===== config.mk =====
export PLATFORM = sky130hd
export DESIGN_NAME = accel_kalman_tilt_pipeline
export DESIGN_NICKNAME = d
export VERILOG_FILES = /design/src/rtl/kt_pkg.sv /design/src/rtl/kt_ctrl.sv /design/src/rtl/kt_dp.sv /design/src/rtl/accel_kalman_tilt_pipeline.sv
export SDC_FILE = /design/constraint.sdc
export NUM_CORES = 2
export LEC_CHECK = 0
export BUFFER_PORTS_ARGS = -buffer_cell sky130_fd_sc_hd__buf_2
export CAP_MARGIN = 20
export CORE_MARGIN = 3
export CORE_UTILIZATION = 65
export DETAILED_ROUTE_END_ITERATION = 6
export PLACE_DENSITY = 0.91
export SETUP_SLACK_MARGIN = 0.15
export SLEW_MARGIN = 20
export SYNTH_ARGS = -nofsm -noshare
export SYNTH_HDL_FRONTEND = slang
export SYNTH_SLANG_ARGS = --single-unit
export TNS_END_PERCENT = 20

===== constraint.sdc =====
create_clock -name clk_i -period 25 [get_ports clk_i]
set_input_delay 2.5 -clock clk_i [delete_from_list [all_inputs] [get_ports clk_i]]
set_output_delay 2.5 -clock clk_i [all_outputs]
set_load 0.1 [all_outputs]

===== src/rtl/kt_pkg.sv =====
package kt_pkg;

  localparam int AXES          = 3;
  localparam int AXIS_W        = 2;
  localparam int AXIS_Z        = 2;
  localparam int CORDIC_STEPS  = 16;
  localparam int CORDIC_ITERS  = (CORDIC_STEPS < 24) ? CORDIC_STEPS : 24;
  localparam int DIV_STEPS     = 17;
  localparam int STEP_W        = 5;

  localparam logic [31:0]        COV_INIT   = 32'd98304000;
  localparam logic signed [31:0] EST_Z_INIT = 32'sd256000;
  localparam logic [23:0]        Q_RST      = 24'd3276800;
  localparam logic [23:0]        RXY_RST    = 24'd655;
  localparam logic [23:0]        RZ_RST     = 24'd3277;
  localparam logic [63:0]        CALX_RST   = 64'd16384;
  localparam logic [63:0]        CALY_RST   = 64'd1073741824;
  localparam logic [63:0]        CALZ_RST   = 64'd70368744177664;
  localparam logic signed [24:0] ANG_QUART  = 25'sd2304000;
  localparam logic signed [17:0] ANG_MAX    = 18'sd18000;

  typedef enum logic [2:0] {
    CFG_PROC_NOISE = 3'd0,
    CFG_RXY        = 3'd1,
    CFG_RZ         = 3'd2,
    CFG_CAL_X      = 3'd3,
    CFG_CAL_Y      = 3'd4,
    CFG_CAL_Z      = 3'd5
  } kt_cfg_e;

  typedef enum logic [3:0] {
    OP_NONE,
    OP_LOAD,
    OP_PREP,
    OP_DIV,
    OP_MULE,
    OP_MULP,
    OP_UPD,
    OP_MAC,
    OP_CINIT,
    OP_CITER,
    OP_CDONE,
    OP_OUT
  } kt_op_e;

  typedef enum logic [3:0] {
    S_IDLE,
    S_PREP,
    S_DIV,
    S_MULE,
    S_MULP,
    S_UPD,
    S_MAC,
    S_CINIT,
    S_CITER,
    S_CDONE,
    S_OUT
  } kt_state_e;

  typedef struct packed {
    kt_op_e              op;
    logic [AXIS_W-1:0]   axis;
    logic [STEP_W-1:0]   step;
    logic                sel;
  } kt_cmd_t;

  // atan(2^-i) in 1/25600 degree
  function automatic logic [20:0] atan_tab(input logic [4:0] i);
    logic [20:0] v;
    unique case (i)
      5'd0:  v = 21'd1152000;
      5'd1:  v = 21'd680065;
      5'd2:  v = 21'd359328;
      5'd3:  v = 21'd182400;
      5'd4:  v = 21'd91554;
      5'd5:  v = 21'd45822;
      5'd6:  v = 21'd22916;
      5'd7:  v = 21'd11459;
      5'd8:  v = 21'd5730;
      5'd9:  v = 21'd2865;
      5'd10: v = 21'd1432;
      5'd11: v = 21'd716;
      5'd12: v = 21'd358;
      5'd13: v = 21'd179;
      5'd14: v = 21'd90;
      5'd15: v = 21'd45;
      5'd16: v = 21'd22;
      5'd17: v = 21'd11;
      5'd18: v = 21'd6;
      5'd19: v = 21'd3;
      5'd20: v = 21'd1;
      5'd21: v = 21'd1;
      default: v = 21'd0;
    endcase
    return v;
  endfunction

endpackage


===== src/rtl/kt_ctrl.sv =====
module kt_ctrl (
  input  logic             clk_i,
  input  logic             rst_ni,
  input  logic             in_valid_i,
  output logic             in_ready_o,
  output logic             out_valid_o,
  input  logic             out_ready_i,
  output kt_pkg::kt_cmd_t  cmd_o
);

  localparam logic [kt_pkg::STEP_W-1:0] DIV_LAST = kt_pkg::STEP_W'(kt_pkg::DIV_STEPS - 1);
  localparam logic [kt_pkg::STEP_W-1:0] COR_LAST = kt_pkg::STEP_W'(kt_pkg::CORDIC_ITERS - 1);
  localparam logic [kt_pkg::AXIS_W-1:0] AX_LAST  = kt_pkg::AXIS_W'(kt_pkg::AXES - 1);
  localparam logic [kt_pkg::AXIS_W-1:0] ROW_LAST = kt_pkg::AXIS_W'(2);

  kt_pkg::kt_state_e state_q, state_d;
  logic [kt_pkg::AXIS_W-1:0] axis_q, axis_d;
  logic [kt_pkg::STEP_W-1:0] step_q, step_d;
  logic sel_q, sel_d;
  logic out_valid_q, out_valid_d;

  always_ff @(posedge clk_i or negedge rst_ni) begin
    if (!rst_ni) begin
      state_q     <= kt_pkg::S_IDLE;
      axis_q      <= '0;
      step_q      <= '0;
      sel_q       <= 1'b0;
      out_valid_q <= 1'b0;
    end else begin
      state_q     <= state_d;
      axis_q      <= axis_d;
      step_q      <= step_d;
      sel_q       <= sel_d;
      out_valid_q <= out_valid_d;
    end
  end

  always_comb begin
    state_d     = state_q;
    axis_d      = axis_q;
    step_d      = step_q;
    sel_d       = sel_q;
    out_valid_d = out_valid_q & ~out_ready_i;
    in_ready_o  = 1'b0;
    cmd_o.op    = kt_pkg::OP_NONE;
    cmd_o.axis  = axis_q;
    cmd_o.step  = step_q;
    cmd_o.sel   = sel_q;
    unique case (state_q)
      kt_pkg::S_IDLE: begin
        in_ready_o = 1'b1;
        if (in_valid_i) begin
          cmd_o.op = kt_pkg::OP_LOAD;
          axis_d   = '0;
          state_d  = kt_pkg::S_PREP;
        end
      end
      kt_pkg::S_PREP: begin
        cmd_o.op = kt_pkg::OP_PREP;
        step_d   = '0;
        state_d  = kt_pkg::S_DIV;
      end
      kt_pkg::S_DIV: begin
        cmd_o.op = kt_pkg::OP_DIV;
        step_d   = step_q + 1'b1;
        if (step_q == DIV_LAST) begin
          state_d = kt_pkg::S_MULE;
        end
      end
      kt_pkg::S_MULE: begin
        cmd_o.op = kt_pkg::OP_MULE;
        state_d  = kt_pkg::S_MULP;
      end
      kt_pkg::S_MULP: begin
        cmd_o.op = kt_pkg::OP_MULP;
        state_d  = kt_pkg::S_UPD;
      end
      kt_pkg::S_UPD: begin
        cmd_o.op = kt_pkg::OP_UPD;
        if (axis_q == AX_LAST) begin
          axis_d  = '0;
          step_d  = '0;
          state_d = kt_pkg::S_MAC;
        end else begin
          axis_d  = axis_q + 1'b1;
          state_d = kt_pkg::S_PREP;
        end
      end
      kt_pkg::S_MAC: begin
        cmd_o.op = kt_pkg::OP_MAC;
        step_d   = step_q + 1'b1;
        if (step_q == kt_pkg::STEP_W'(2)) begin
          step_d = '0;
          if (axis_q == ROW_LAST) begin
            sel_d   = 1'b0;
            state_d = kt_pkg::S_CINIT;
          end else begin
            axis_d = axis_q + 1'b1;
          end
        end
      end
      kt_pkg::S_CINIT: begin
        cmd_o.op = kt_pkg::OP_CINIT;
        step_d   = '0;
        state_d  = kt_pkg::S_CITER;
      end
      kt_pkg::S_CITER: begin
        cmd_o.op = kt_pkg::OP_CITER;
        step_d   = step_q + 1'b1;
        if (step_q == COR_LAST) begin
          state_d = kt_pkg::S_CDONE;
        end
      end
      kt_pkg::S_CDONE: begin
        cmd_o.op = kt_pkg::OP_CDONE;
        if (sel_q) begin
          state_d = kt_pkg::S_OUT;
        end else begin
          sel_d   = 1'b1;
          state_d = kt_pkg::S_CINIT;
        end
      end
      kt_pkg::S_OUT: begin
        if (!out_valid_q || out_ready_i) begin
          cmd_o.op    = kt_pkg::OP_OUT;
          out_valid_d = 1'b1;
          state_d     = kt_pkg::S_IDLE;
        end
      end
      default: state_d = kt_pkg::S_IDLE;
    endcase
  end

  assign out_valid_o = out_valid_q;

  a_accept_starts: assert property (@(posedge clk_i) disable iff (!rst_ni)
    (in_valid_i && in_ready_o) |=> (state_q == kt_pkg::S_PREP && axis_q == '0))
    else $error("accepted beat did not start the filter");

  a_div_bound: assert property (@(posedge clk_i) disable iff (!rst_ni)
    (state_q == kt_pkg::S_DIV) |-> (step_q <= DIV_LAST))
    else $error("divider step out of range");

  a_axis_bound: assert property (@(posedge clk_i) disable iff (!rst_ni)
    (state_q == kt_pkg::S_PREP || state_q == kt_pkg::S_UPD) |-> (axis_q <= AX_LAST))
    else $error("axis index out of range");

  a_out_load: assert property (@(posedge clk_i) disable iff (!rst_ni)
    (cmd_o.op == kt_pkg::OP_OUT) |=> (out_valid_q && state_q == kt_pkg::S_IDLE))
    else $error("result not presented");

endmodule


===== src/rtl/kt_dp.sv =====
module kt_dp (
  input  logic                clk_i,
  input  logic                rst_ni,
  input  kt_pkg::kt_cmd_t     cmd_i,
  input  logic                cfg_we_i,
  input  logic [2:0]          cfg_idx_i,
  input  logic [63:0]         cfg_data_i,
  input  logic signed [15:0]  accel_x_i,
  input  logic signed [15:0]  accel_y_i,
  input  logic signed [15:0]  accel_z_i,
  input  logic                restart_i,
  output logic signed [15:0]  filt_x_o,
  output logic signed [15:0]  filt_y_o,
  output logic signed [15:0]  filt_z_o,
  output logic signed [15:0]  cal_x_o,
  output logic signed [15:0]  cal_y_o,
  output logic signed [15:0]  cal_z_o,
  output logic signed [15:0]  pitch_angle_o,
  output logic signed [15:0]  roll_angle_o
);

  logic [23:0] q_q, rxy_q, rz_q;
  logic [63:0] cal_q [3];
  logic signed [31:0] est_q [3];
  logic [31:0] cov_q [3];
  logic signed [15:0] raw_q [3];
  logic signed [15:0] filt_q [3];
  logic signed [15:0] calv_q [3];
  logic signed [15:0] ang_q [2];

  logic [31:0] p1_q;
  logic [32:0] den_q;
  logic [33:0] rem_q;
  logic [16:0] k_q;
  logic signed [52:0] prod_q;
  logic signed [33:0] acc_q;
  logic signed [26:0] cx_q, cy_q;
  logic signed [24:0] cz_q;
  logic zero_q;

  logic [kt_pkg::AXIS_W-1:0] ax;
  logic [1:0] col;
  logic [32:0] psum;
  logic [31:0] p1;
  logic [23:0] rsel;
  logic [32:0] den;
  logic [33:0] trial;
  logic ge;
  logic [16:0] k_eff;
  logic signed [33:0] err;
  logic signed [17:0] mul_a;
  logic signed [34:0] mul_b;
  logic signed [52:0] mul_p;
  logic pneg;
  logic [52:0] pmag, pm;
  logic signed [52:0] rs, xn;
  logic signed [31:0] est_n;
  logic [52:0] csum;
  logic eneg;
  logic [32:0] emag, em;
  logic signed [25:0] fv;
  logic signed [15:0] filt_n;
  logic signed [15:0] gain, off;
  logic signed [33:0] base, acc_n;
  logic aneg;
  logic [33:0] amag, am;
  logic signed [20:0] cv;
  logic signed [15:0] cal_n;
  logic signed [15:0] cnum, cden;
  logic signed [26:0] x0, y0, xi, yi, dx, dy;
  logic signed [24:0] zi, tab;
  logic [4:0] sh;
  logic zneg;
  logic [24:0] zmag, zm;
  logic signed [17:0] zv;
  logic signed [15:0] ang_n;

  always_ff @(posedge clk_i or negedge rst_ni) begin
    if (!rst_ni) begin
      q_q      <= kt_pkg::Q_RST;
      rxy_q    <= kt_pkg::RXY_RST;
      rz_q     <= kt_pkg::RZ_RST;
      cal_q[0] <= kt_pkg::CALX_RST;
      cal_q[1] <= kt_pkg::CALY_RST;
      cal_q[2] <= kt_pkg::CALZ_RST;
    end else if (cfg_we_i) begin
      case (cfg_idx_i)
        kt_pkg::CFG_PROC_NOISE: q_q      <= cfg_data_i[23:0];
        kt_pkg::CFG_RXY:        rxy_q    <= cfg_data_i[23:0];
        kt_pkg::CFG_RZ:         rz_q     <= cfg_data_i[23:0];
        kt_pkg::CFG_CAL_X:      cal_q[0] <= cfg_data_i;
        kt_pkg::CFG_CAL_Y:      cal_q[1] <= cfg_data_i;
        kt_pkg::CFG_CAL_Z:      cal_q[2] <= cfg_data_i;
        default: ;
      endcase
    end
  end

  always_comb begin
    ax    = cmd_i.axis;
    col   = cmd_i.step[1:0];
    // Kalman prep: saturated p + q, then denominator
    psum  = {1'b0, cov_q[ax]} + {9'd0, q_q};
    p1    = psum[32] ? '1 : psum[31:0];
    rsel  = (ax == kt_pkg::AXIS_W'(kt_pkg::AXIS_Z)) ? rz_q : rxy_q;
    den   = {1'b0, p1} + {9'd0, rsel};
    // restoring divider, one quotient bit per step
    trial = (cmd_i.step == '0) ? rem_q : {rem_q[32:0], 1'b0};
    ge    = (trial >= {1'b0, den_q});
    k_eff = (den_q == '0) ? '0 : k_q;
    err   = {{10{raw_q[ax][15]}}, raw_q[ax], 8'd0} - {{2{est_q[ax][31]}}, est_q[ax]};
    // shared multiplier
    gain  = cal_q[ax][{col, 4'd0} +: 16];
    off   = cal_q[ax][63:48];
    case (cmd_i.op)
      kt_pkg::OP_MULE: begin
        mul_a = {1'b0, k_eff};
        mul_b = {err[33], err};
      end
      kt_pkg::OP_MULP: begin
        mul_a = {1'b0, 17'd65536 - k_q};
        mul_b = {3'd0, p1_q};
      end
      default: begin
        mul_a = {{2{gain[15]}}, gain};
        mul_b = {{19{filt_q[col][15]}}, filt_q[col]};
      end
    endcase
    mul_p = mul_a * mul_b;
    // estimate update
    pneg  = prod_q[52];
    pmag  = pneg ? 53'(-prod_q) : 53'(prod_q);
    pm    = (pmag + 53'd32768) >> 16;
    rs    = pneg ? -$signed(pm) : $signed(pm);
    xn    = {{21{est_q[ax][31]}}, est_q[ax]} + rs;
    if (xn > 53'sd2147483647) begin
      est_n = 32'sh7FFFFFFF;
    end else if (xn < -53'sd2147483648) begin
      est_n = 32'sh80000000;
    end else begin
      est_n = xn[31:0];
    end
    csum  = 53'(prod_q) + 53'd32768;
    // filtered output, rounded to milli-g
    eneg  = est_q[ax][31];
    emag  = eneg ? {1'b0, 32'(-est_q[ax])} : {1'b0, 32'(est_q[ax])};
    em    = (emag + 33'd128) >> 8;
    fv    = eneg ? -$signed({1'b0, em[24:0]}) : $signed({1'b0, em[24:0]});
    if (fv > 26'sd32767) begin
      filt_n = 16'sh7FFF;
    end else if (fv < -26'sd32768) begin
      filt_n = 16'sh8000;
    end else begin
      filt_n = fv[15:0];
    end
    // calibration MAC
    base  = (col == 2'd0) ? {{8{off[15]}}, off, 10'd0} : acc_q;
    acc_n = base + mul_p[33:0];
    aneg  = acc_n[33];
    amag  = aneg ? 34'(-acc_n) : 34'(acc_n);
    am    = (amag + 34'd8192) >> 14;
    cv    = aneg ? -$signed({1'b0, am[19:0]}) : $signed({1'b0, am[19:0]});
    if (cv > 21'sd32767) begin
      cal_n = 16'sh7FFF;
    end else if (cv < -21'sd32768) begin
      cal_n = 16'sh8000;
    end else begin
      cal_n = cv[15:0];
    end
    // CORDIC
    cnum  = cmd_i.sel ? calv_q[1] : calv_q[0];
    cden  = calv_q[2];
    x0    = {{3{cden[15]}}, cden, 8'd0};
    y0    = {{3{cnum[15]}}, cnum, 8'd0};
    sh    = cmd_i.step;
    dx    = cy_q >>> sh;
    dy    = cx_q >>> sh;
    tab   = {4'd0, kt_pkg::atan_tab(sh)};
    if (cy_q > 27'sd0) begin
      xi = cx_q + dx;
      yi = cy_q - dy;
      zi = cz_q + tab;
    end else begin
      xi = cx_q - dx;
      yi = cy_q + dy;
      zi = cz_q - tab;
    end
    zneg  = cz_q[24];
    zmag  = zneg ? 25'(-cz_q) : 25'(cz_q);
    zm    = (zmag + 25'd128) >> 8;
    zv    = zneg ? -$signed({1'b0, zm[16:0]}) : $signed({1'b0, zm[16:0]});
    if (zero_q) begin
      ang_n = '0;
    end else if (zv > kt_pkg::ANG_MAX) begin
      ang_n = 16'(kt_pkg::ANG_MAX);
    end else if (zv < -kt_pkg::ANG_MAX) begin
      ang_n = 16'(-kt_pkg::ANG_MAX);
    end else begin
      ang_n = zv[15:0];
    end
  end

  always_ff @(posedge clk_i or negedge rst_ni) begin
    if (!rst_ni) begin
      for (int a = 0; a < 3; a++) begin
        est_q[a] <= (a == kt_pkg::AXIS_Z) ? kt_pkg::EST_Z_INIT : 32'sd0;
        cov_q[a] <= kt_pkg::COV_INIT;
      end
    end else begin
      case (cmd_i.op)
        kt_pkg::OP_LOAD: begin
          if (restart_i) begin
            for (int a = 0; a < 3; a++) begin
              est_q[a] <= (a == kt_pkg::AXIS_Z) ? kt_pkg::EST_Z_INIT : 32'sd0;
              cov_q[a] <= kt_pkg::COV_INIT;
            end
          end
        end
        kt_pkg::OP_MULP: est_q[ax] <= est_n;
        kt_pkg::OP_UPD:  cov_q[ax] <= csum[47:16];
        default: ;
      endcase
    end
  end

  always_ff @(posedge clk_i) begin
    case (cmd_i.op)
      kt_pkg::OP_LOAD: begin
        raw_q[0]  <= accel_x_i;
        raw_q[1]  <= accel_y_i;
        raw_q[2]  <= accel_z_i;
        filt_q[0] <= accel_x_i;
        filt_q[1] <= accel_y_i;
        filt_q[2] <= accel_z_i;
      end
      kt_pkg::OP_PREP: begin
        p1_q  <= p1;
        den_q <= den;
        rem_q <= {2'd0, p1};
        k_q   <= '0;
      end
      kt_pkg::OP_DIV: begin
        rem_q <= ge ? (trial - {1'b0, den_q}) : trial;
        k_q   <= {k_q[15:0], ge};
      end
      kt_pkg::OP_MULE: begin
        k_q    <= k_eff;
        prod_q <= mul_p;
      end
      kt_pkg::OP_MULP: prod_q <= mul_p;
      kt_pkg::OP_UPD:  filt_q[ax] <= filt_n;
      kt_pkg::OP_MAC: begin
        acc_q <= acc_n;
        if (col == 2'd2) begin
          calv_q[ax] <= cal_n;
        end
      end
      kt_pkg::OP_CINIT: begin
        zero_q <= (cnum == '0) && (cden == '0);
        if (x0 < 27'sd0) begin
          if (y0 >= 27'sd0) begin
            cx_q <= y0;
            cy_q <= -x0;
            cz_q <= kt_pkg::ANG_QUART;
          end else begin
            cx_q <= -y0;
            cy_q <= x0;
            cz_q <= -kt_pkg::ANG_QUART;
          end
        end else begin
          cx_q <= x0;
          cy_q <= y0;
          cz_q <= '0;
        end
      end
      kt_pkg::OP_CITER: begin
        cx_q <= xi;
        cy_q <= yi;
        cz_q <= zi;
      end
      kt_pkg::OP_CDONE: ang_q[cmd_i.sel] <= ang_n;
      kt_pkg::OP_OUT: begin
        filt_x_o      <= filt_q[0];
        filt_y_o      <= filt_q[1];
        filt_z_o      <= filt_q[2];
        cal_x_o       <= calv_q[0];
        cal_y_o       <= calv_q[1];
        cal_z_o       <= calv_q[2];
        pitch_angle_o <= ang_q[0];
        roll_angle_o  <= ang_q[1];
      end
      default: ;
    endcase
  end

endmodule


===== src/rtl/accel_kalman_tilt_pipeline.sv =====
// Accelerometer tilt pipeline: per-axis scalar Kalman filter, 3x3 calibration
// with offset, pitch and roll by CORDIC atan2.
//
// Input channel (in_valid_i/in_ready_o) takes one beat of accel_x/y/z plus
// restart. Output channel (out_valid_o/out_ready_i) gives one result beat per
// input beat: filtered and calibrated vectors and the two angles.
// Configuration is a plain write port (cfg_we_i, cfg_idx_i, cfg_data_i),
// written by the user only while the block is idle; not enforced in hardware.
//
// From input accept to out_valid_o the block works each axis in turn
// (prepare, 17-step restoring divider for the gain, gain-times-error and
// covariance products on the shared multiplier, update), then the
// calibration multiply-accumulate, then both angles on one CORDIC unit run
// twice, and the output load. One item is worked at a time; the next is
// accepted the cycle after the result is registered.
// The result sits in an output register; a stalled receiver only holds the
// block once a second result is finished. Reset loads the initial estimates
// and covariances and the default register values.
module accel_kalman_tilt_pipeline (
  input  logic               clk_i,
  input  logic               rst_ni,
  input  logic               in_valid_i,
  output logic               in_ready_o,
  input  logic signed [15:0] accel_x_i,
  input  logic signed [15:0] accel_y_i,
  input  logic signed [15:0] accel_z_i,
  input  logic               restart_i,
  output logic               out_valid_o,
  input  logic               out_ready_i,
  output logic signed [15:0] filt_x_o,
  output logic signed [15:0] filt_y_o,
  output logic signed [15:0] filt_z_o,
  output logic signed [15:0] cal_x_o,
  output logic signed [15:0] cal_y_o,
  output logic signed [15:0] cal_z_o,
  output logic signed [15:0] pitch_angle_o,
  output logic signed [15:0] roll_angle_o,
  input  logic               cfg_we_i,
  input  logic [2:0]         cfg_idx_i,
  input  logic [63:0]        cfg_data_i
);

  kt_pkg::kt_cmd_t cmd;

  kt_ctrl u_ctrl (
    .clk_i       (clk_i),
    .rst_ni      (rst_ni),
    .in_valid_i  (in_valid_i),
    .in_ready_o  (in_ready_o),
    .out_valid_o (out_valid_o),
    .out_ready_i (out_ready_i),
    .cmd_o       (cmd)
  );

  kt_dp u_dp (
    .clk_i         (clk_i),
    .rst_ni        (rst_ni),
    .cmd_i         (cmd),
    .cfg_we_i      (cfg_we_i),
    .cfg_idx_i     (cfg_idx_i),
    .cfg_data_i    (cfg_data_i),
    .accel_x_i     (accel_x_i),
    .accel_y_i     (accel_y_i),
    .accel_z_i     (accel_z_i),
    .restart_i     (restart_i),
    .filt_x_o      (filt_x_o),
    .filt_y_o      (filt_y_o),
    .filt_z_o      (filt_z_o),
    .cal_x_o       (cal_x_o),
    .cal_y_o       (cal_y_o),
    .cal_z_o       (cal_z_o),
    .pitch_angle_o (pitch_angle_o),
    .roll_angle_o  (roll_angle_o)
  );

endmodule

# After elaboration in Yosys (flattened, before gate mapping)
# Memories as Yosys holds them, arrays and structs flattened. A register that Yosys moved wholly into a read port is not among the register bits.
# Index checks and enable logic that the tools add are counted.
# word_totals
regBits	800
ram_bits	176
mem_bits_ro	672
out_inout_bits	130
elab_cells	256
n_memories	5
# classes
n_addsub	30
n_mul	1
magnitude_cmp	14
n_eq_ne	40
shift	3
muxes	95
bitwise_logic	3
n_reduce_logical	35
# memory_table
name	depth	word_bits	rd	rd_ports_with_merged_regs	wr	line	text
(name not given)	32	21	1	0	0	kt_pkg.sv:70	unique case (i)
u_dp.calv_q	3	16	3	0	1	kt_dp.sv:28	logic signed [15:0] calv_q [3];
u_dp.filt_q	3	16	4	3	3	kt_dp.sv:27	logic signed [15:0] filt_q [3];
u_dp.raw_q	3	16	1	0	3	kt_dp.sv:26	logic signed [15:0] raw_q [3];
u_dp.ang_q	2	16	2	2	1	kt_dp.sv:29	logic signed [15:0] ang_q [2];
# ops
cell	n
case mux 96 bit (2 select lines)	2
2-to-1 mux 32 bit	9
bitwise mux 96 bit	2
2-to-1 mux 96 bit	2
2-to-1 mux 27 bit	6
2-to-1 mux 16 bit	9
2-to-1 mux 34 bit	4
binary-select mux 32 bit (select 2 bit)	2
binary-select mux 64 bit (select 2 bit)	1
2-to-1 mux 64 bit	2
case mux 27 bit (2 select lines)	2
2-to-1 mux 53 bit	2
2-to-1 mux 25 bit	4
case mux 4 bit (11 select lines)	2
case mux 35 bit (2 select lines)	1
case mux 34 bit (2 select lines)	1
adder 32 x 24 -> 33 bit	2
demux 32 bit (select 2 bit)	1
indexed part select 64 x 7 -> 16 bit	1
adder 27 bit	2
negator 24 -> 27 bit	2
>>> shifter 27 x 5 -> 27 bit	2
subtractor 27 bit	2
adder 53 x 16 -> 53 bit, second input constant	1
86 further kinds	157

# Logic depth before layout (Yosys ltp)
# logic_depth
word_depth	16
mapped_depth	77

# By module
# Synthesis repeated with hierarchy kept, for this count alone.
# unflattened
hier_cells	9767
area_unflattened_um2	92556.3
# modules_own_cells
module	instances	cells_each	area_each_um2	seq_area_each_um2
kt_dp	1	9651	91511.5	29575.9
kt_ctrl	1	116	1044.8	325.3

# Least setup slack after synthesis
# No wires, ideal clock.
# synth_path
kind	register -> register
start	reg u_ctrl.axis_q[0] (netlist name)
end	mem u_dp.calv_q[0][11], data pin
setup_ns	0.278
arrival_ns	15.795
t_required_ns	24.722
setup_slack_ns	8.927
stages_incl_launch_ff	72
n_path_buf	11
period_less_slack_ns	16.073
cell_sequence	dfrtp_1 -> buf_6 -> buf_6 -> buf_6 -> buf_1 -> clkbuf_1 -> buf_1 -> clkbuf_1 -> mux2i_1 -> o21ai_0 -> ha_1 -> a31oi_1 -> o21bai_1 -> a21o_1 -> nand2_1 -> a21o_1 -> nor2b_1 -> o21ai_0 -> [... 36 more ...] -> nand3_1 -> nand2_1 -> clkbuf_1 -> clkbuf_1 -> buf_1 -> nor2_1 -> xnor2_1 -> ha_1 -> o21a_1 -> o211ai_1 -> a2111oi_0 -> o31ai_1 -> nor3b_4 -> a21oi_1 -> xnor2_1 -> o41ai_4 -> buf_6 -> o211ai_1
# synth_between
elab_chain_len	16
word_cells_on_any_way	24
classes_between	add/sub (5); mul (1); order compare (2); shift (1); mux (13); bitwise (1); memory (1)
# synth_rtl
item	line	text
from (decl)	kt_ctrl.sv:17	logic [kt_pkg::AXIS_W-1:0] axis_q, axis_d;
from (signal assigned)	kt_ctrl.sv:31	axis_q <= axis_d;
inverter 2 -> 3 bit (not written as such)	kt_dp.sv:111, kt_dp.sv:113	
binary-select mux 32 bit (select 2 bit) or binary-select mux 64 bit (select 2 bit) (tied branches)	kt_dp.sv:111, kt_dp.sv:113	
2-to-1 mux 32 bit (not written as such) or 2-to-1 mux 64 bit (tied branches) (2 in a row)	kt_dp.sv:111, kt_dp.sv:113	
subtractor 24 x 32 -> 33 bit or indexed part select 64 x 7 -> 16 bit (tied branches)	kt_dp.sv:111, kt_dp.sv:113	
case mux 35 bit (2 select lines) or case mux 18 bit (2 select lines) (tied branches)	kt_dp.sv:115	case (cmd_i.op)
multiplier 18 x 35 -> 53 bit *	kt_dp.sv:129	mul_p = mul_a * mul_b;
net u_dp.mul_p[28]	kt_dp.sv:53	logic signed [52:0] mul_p;
adder 34 bit *	kt_dp.sv:158	acc_n = base + mul_p[33:0];
negator 34 bit	kt_dp.sv:160	amag = aneg ? 34'(-acc_n) : 34'(acc_n);
2-to-1 mux 34 bit	kt_dp.sv:160	
adder 34 x 14 -> 34 bit	kt_dp.sv:161	am = (amag + 34'd8192) >> 14;
negator 20 -> 21 bit	kt_dp.sv:162	cv = aneg ? -$signed({1'b0, am[19:0]}) : $signed({1'b0, am[19:0]});
2-to-1 mux 21 bit *	kt_dp.sv:162	
< comparator 21 x 16 -> 1 bit	kt_dp.sv:165	end else if (cv < -21'sd32768) begin
2-to-1 mux 16 bit	kt_dp.sv:165	
2-to-1 mux 16 bit *	kt_dp.sv:163	if (cv > 21'sd32767) begin
net u_dp.cal_n[11]	kt_dp.sv:68	logic signed [15:0] cal_n;
to (decl)	kt_dp.sv:28	
# Mark *: on every way through the listed nets, which the timed path passes. The rest lies on a longest branch. The select of a mux whose other input is x is not followed.

# Worst setup path in the final report
# layout_path
start	reg u_ctrl.axis_q[1] (netlist name)
end	mem u_dp.calv_q[1][10], data pin
# The elaborated chain is that of the path after synthesis.

==> flow_metrics.py <==
metrics = {
    "outcome": {
        "status": "finished, violations left",
        "violations": "DRC",
    },
    "timing": {
        "post-route-min-period_ns": 17.85,
        "worst_clock_skew_ns": 0.0609,
        "slew_violations": 0,
        "setup_viol": 0,
        "tightest_slew_ns": 1.19,
        "max_freq_mhz": 56.0,
        "fin_crit_sh_pct": 71.4,
        "rsz0062_at_grt": "false",
        "max-slew-margin-rel_pct": 20.8,
        "final_hold_viol_count": 0,
        "finalSetupTns_ns": 0,
        "holdWs_ns": 0.416,
    },
    "global_routing": {
        "grt_usage_pct": 41.7,
        "grt_first_pass_wirelength_um": 471000,
        "grt_pass1_vias": 79100,
        "grt_max_degree": 134,
        "grt-ovfl-total": 0,
        "antenna_found_initial": 42,
    },
    "logic_synthesis": {
        "synth-seq-area-share_pct": 32.3,
        "synth-edff-count": 603,
        "ys_ff_latch": 1072,
        "async_flop_share_pct": 43.8,
        "ys_types": 124,
        "ys.flop_type": "edfxtp_1",
        "netlist_area_um2": 92600,
        "syn_nets": 10900,
        "ys.warnings.count": 0,
        "postSynthCellCount": 9772,
        "synth_area_leader_cell": "edfxtp_1",
        "syn_area_per_cell_um2": 9.48,
        "netlist_top_cells_area": "edfxtp_1 20%, fa_1 13%, dfrtp_1 11%",
        "synth_top_area_share_pct": 19.5,
    },
    "cts": {
        "cts_sinks": 1072,
        "post_cts_buffers": 0,
        "cts.clk_slew.worst_paths_ns": 0.07,
        "clk_latency_ns": 0.78,
        "cts_tree": "done",
        "h-tree-depth": 3,
        "cts_buffer_depth": 3,
        "cts_resized": 0,
        "postCtsHoldBufs": 0,
        "cts_buffers": 111,
        "root_buffer": "clkbuf_16",
    },
    "layout": {
        "mostFrequentLayoutCell": "nand2_1",
        "fillers": 9755,
        "drive_gt1_share_pct": 12.5,
        "layout_common_cells": "1006 x nand2_1, 844 x inv_1, 782 x nor2_1",
        "fin_nets": 10900,
        "syn2layout_area_growth_pct": 7.44,
        "post_layout_nonfiller_instances": 11800,
        "fin_util_pct": 70.8,
    },
    "floorplanning": {
        "start_util_pct": 65.9,
        "coreArea_um2": 141000,
        "ios": 251,
        "die_h_um": 384,
        "die_width_um": 384,
        "fp-row-count": 137,
        "dieArea_um2": 147000,
    },
    "detailed_routing": {
        "wl_met3_um": 44100,
        "drt-total-wl_um": 314000,
        "ant_nets": 0,
        "detail_route.wl_per_cell_um": 26.6,
        "via_per_inst": 6.82,
        "drt-pass1-iter-count": 7,
        "via_count": 80400,
        "drcViolationCount": 34,
        "wl_met1_um": 113000,
        "drtIter0Drc": 11300,
        "wl_met2_um": 136000,
        "dr.max_layer_used": "met5",
    },
    "critical_path": {
        "critPathLaunchType": "register",
        "crit_slowest_cell": "buf_4",
        "crit_type": "register to register",
        "critPathCaptureType": "register",
        "worst_ep_required_time_ns": 25.40,
        "critical_path_buf_inv_count": 7,
        "cp_top_family": "compound AO/OA/AOI/OAI gates",
        "max_stage_delay_ns": 0.82,
        "arrival_ns": 18.25,
        "path_max_fanout": 75,
        "crit_top_cell": "a21oi_1",
    },
    "placed_design": {
        "port_buffers": 250,
        "dpl.hpwl_um": 231000,
        "gp_congestion": 1.01,
        "post-place-cells": 11600,
    },
    "min_path": {
        "min_path_type": "register to register",
    },
    "job": {
        "drv_cap": 0,
    },
}
-- per-layer routing --
metal  vias to the layer above  GRT usage [%]
met4                        14           21.9
met3                      1379           12.8
met5                         -              0
li1                      34100              -
met2                      5933           62.1
met1                     39000           55.1
-- layout make-up --
cell class / instances / area [µm²] / area share [%]
Tap cell: 1876 / 2350 / 2.36
Sequential cell: 1072 / 29900 / 30.1
Multi-Input combinational cell: 7351 / 57700 / 58.0
Inverter: 855 / 3210 / 3.23
Antenna cell: 34 / 85.1 / 0.0855
Clock inverter: 58 / 693 / 0.696
Timing Repair Buffer: 400 / 2440 / 2.45
Clock buffer: 152 / 3100 / 3.11
-- flip-flops by register name, summed over array words and instances (netlist names), 17 cells and up --
signal       flops
u_dp.p1_q       32
u_dp.calv_q     48
u_dp.rz_q       24
u_dp.cal_q     192
u_dp.filt_q     64
u_dp.est_q      96
u_dp.cx_q       27
u_dp.k_q        17
u_dp.cov_q      96
u_dp.cy_q       27
u_dp.cz_q       25
u_dp.raw_q      48
u_dp.prod_q     53
u_dp.rxy_q      24
u_dp.den_q      33
u_dp.acc_q      34
u_dp.ang_q      32
u_dp.rem_q      34
u_dp.q_q        24
-- cells by family (layout without fill, tap and decap cells) --
kind of cell / Yosys count / count (layout) / share of synthesized area [%]
xor+xnor: 648 / 648 / 6.15
buf+inv: 1349 / 1465 / 5.61
simple gates: 2979 / 2979 / 15.1
flops: 1072 / 1072 / 32.3
other cells: 0 / 34 / 0
fa+ha+maj: 1007 / 1007 / 18.3
mux: 636 / 636 / 8.32
compound gates: 2081 / 2081 / 14.2
-- synthesized netlist by cell type, types with 69 or more instances --
library cell	n
nand2_1	1011
inv_1	847
nor2_1	785
edfxtp_1	603
fa_1	586
o21ai_0	559
a21oi_1	491
dfrtp_1	423
ha_1	420
xnor2_1	409
clkbuf_1	384
mux2_2	375
nand3_1	253
xor2_1	237
mux2i_1	191
nor3_1	157
nand2b_1	141
a21o_1	131
a211oi_1	123
a31oi_1	99
o21ai_1	98
nor2b_1	94
and2_1	86
or3_1	84
and3_1	80
mux4_2	69
-- worst paths after layout --
| check | depth (start not counted) | end | startpoint | slack (ns) |
|---|---|---|---|---|
| min in group asynchronous | 1 | u_dp.est_q[53] | rst_ni | 1.88 |
| setup / recovery | 57 | u_dp.calv_q[1][10] | u_ctrl.axis_q[1] | 7.15 |
| hold / removal | 0 | pitch_angle_o[6] | u_dp.ang_q[0][6] | 0.42 |
| hold reg to reg | 0 | pitch_angle_o[6] | u_dp.ang_q[0][6] | 0.42 |
| setup reg to reg | 57 | u_dp.calv_q[1][10] | u_ctrl.axis_q[1] | 7.15 |
| max in group asynchronous | 3 | u_ctrl.step_q[1] | rst_ni | 20.79 |
-- worst register-to-register path: cells and delay by family (launching register included) --
| family | cells | cell delay, ns |
|---|---|---|
| buffers and inverters | 7 | 1.61 |
| AOI/OAI and AO/OA | 26 | 6.97 |
| adders and majority gates | 10 | 4.29 |
| xor gates and xnor gates | 3 | 0.51 |
| DFF | 1 | 0.79 |
| and+or+nand+nor | 11 | 3.34 |
-- through the flow --
stage                     worst slack (ns)  cell area [µm²]
after floorplan                       8.93            92600
after global routing                  6.05            99500
after detailed placement              7.59            95600
after CTS                             7.48            99400
final                                 7.15            99500
after global placement                8.05            95600
Power is left out: the tool's default activity adds up to more than one toggle a clock period on the data nets, which glitch-free logic cannot reach.
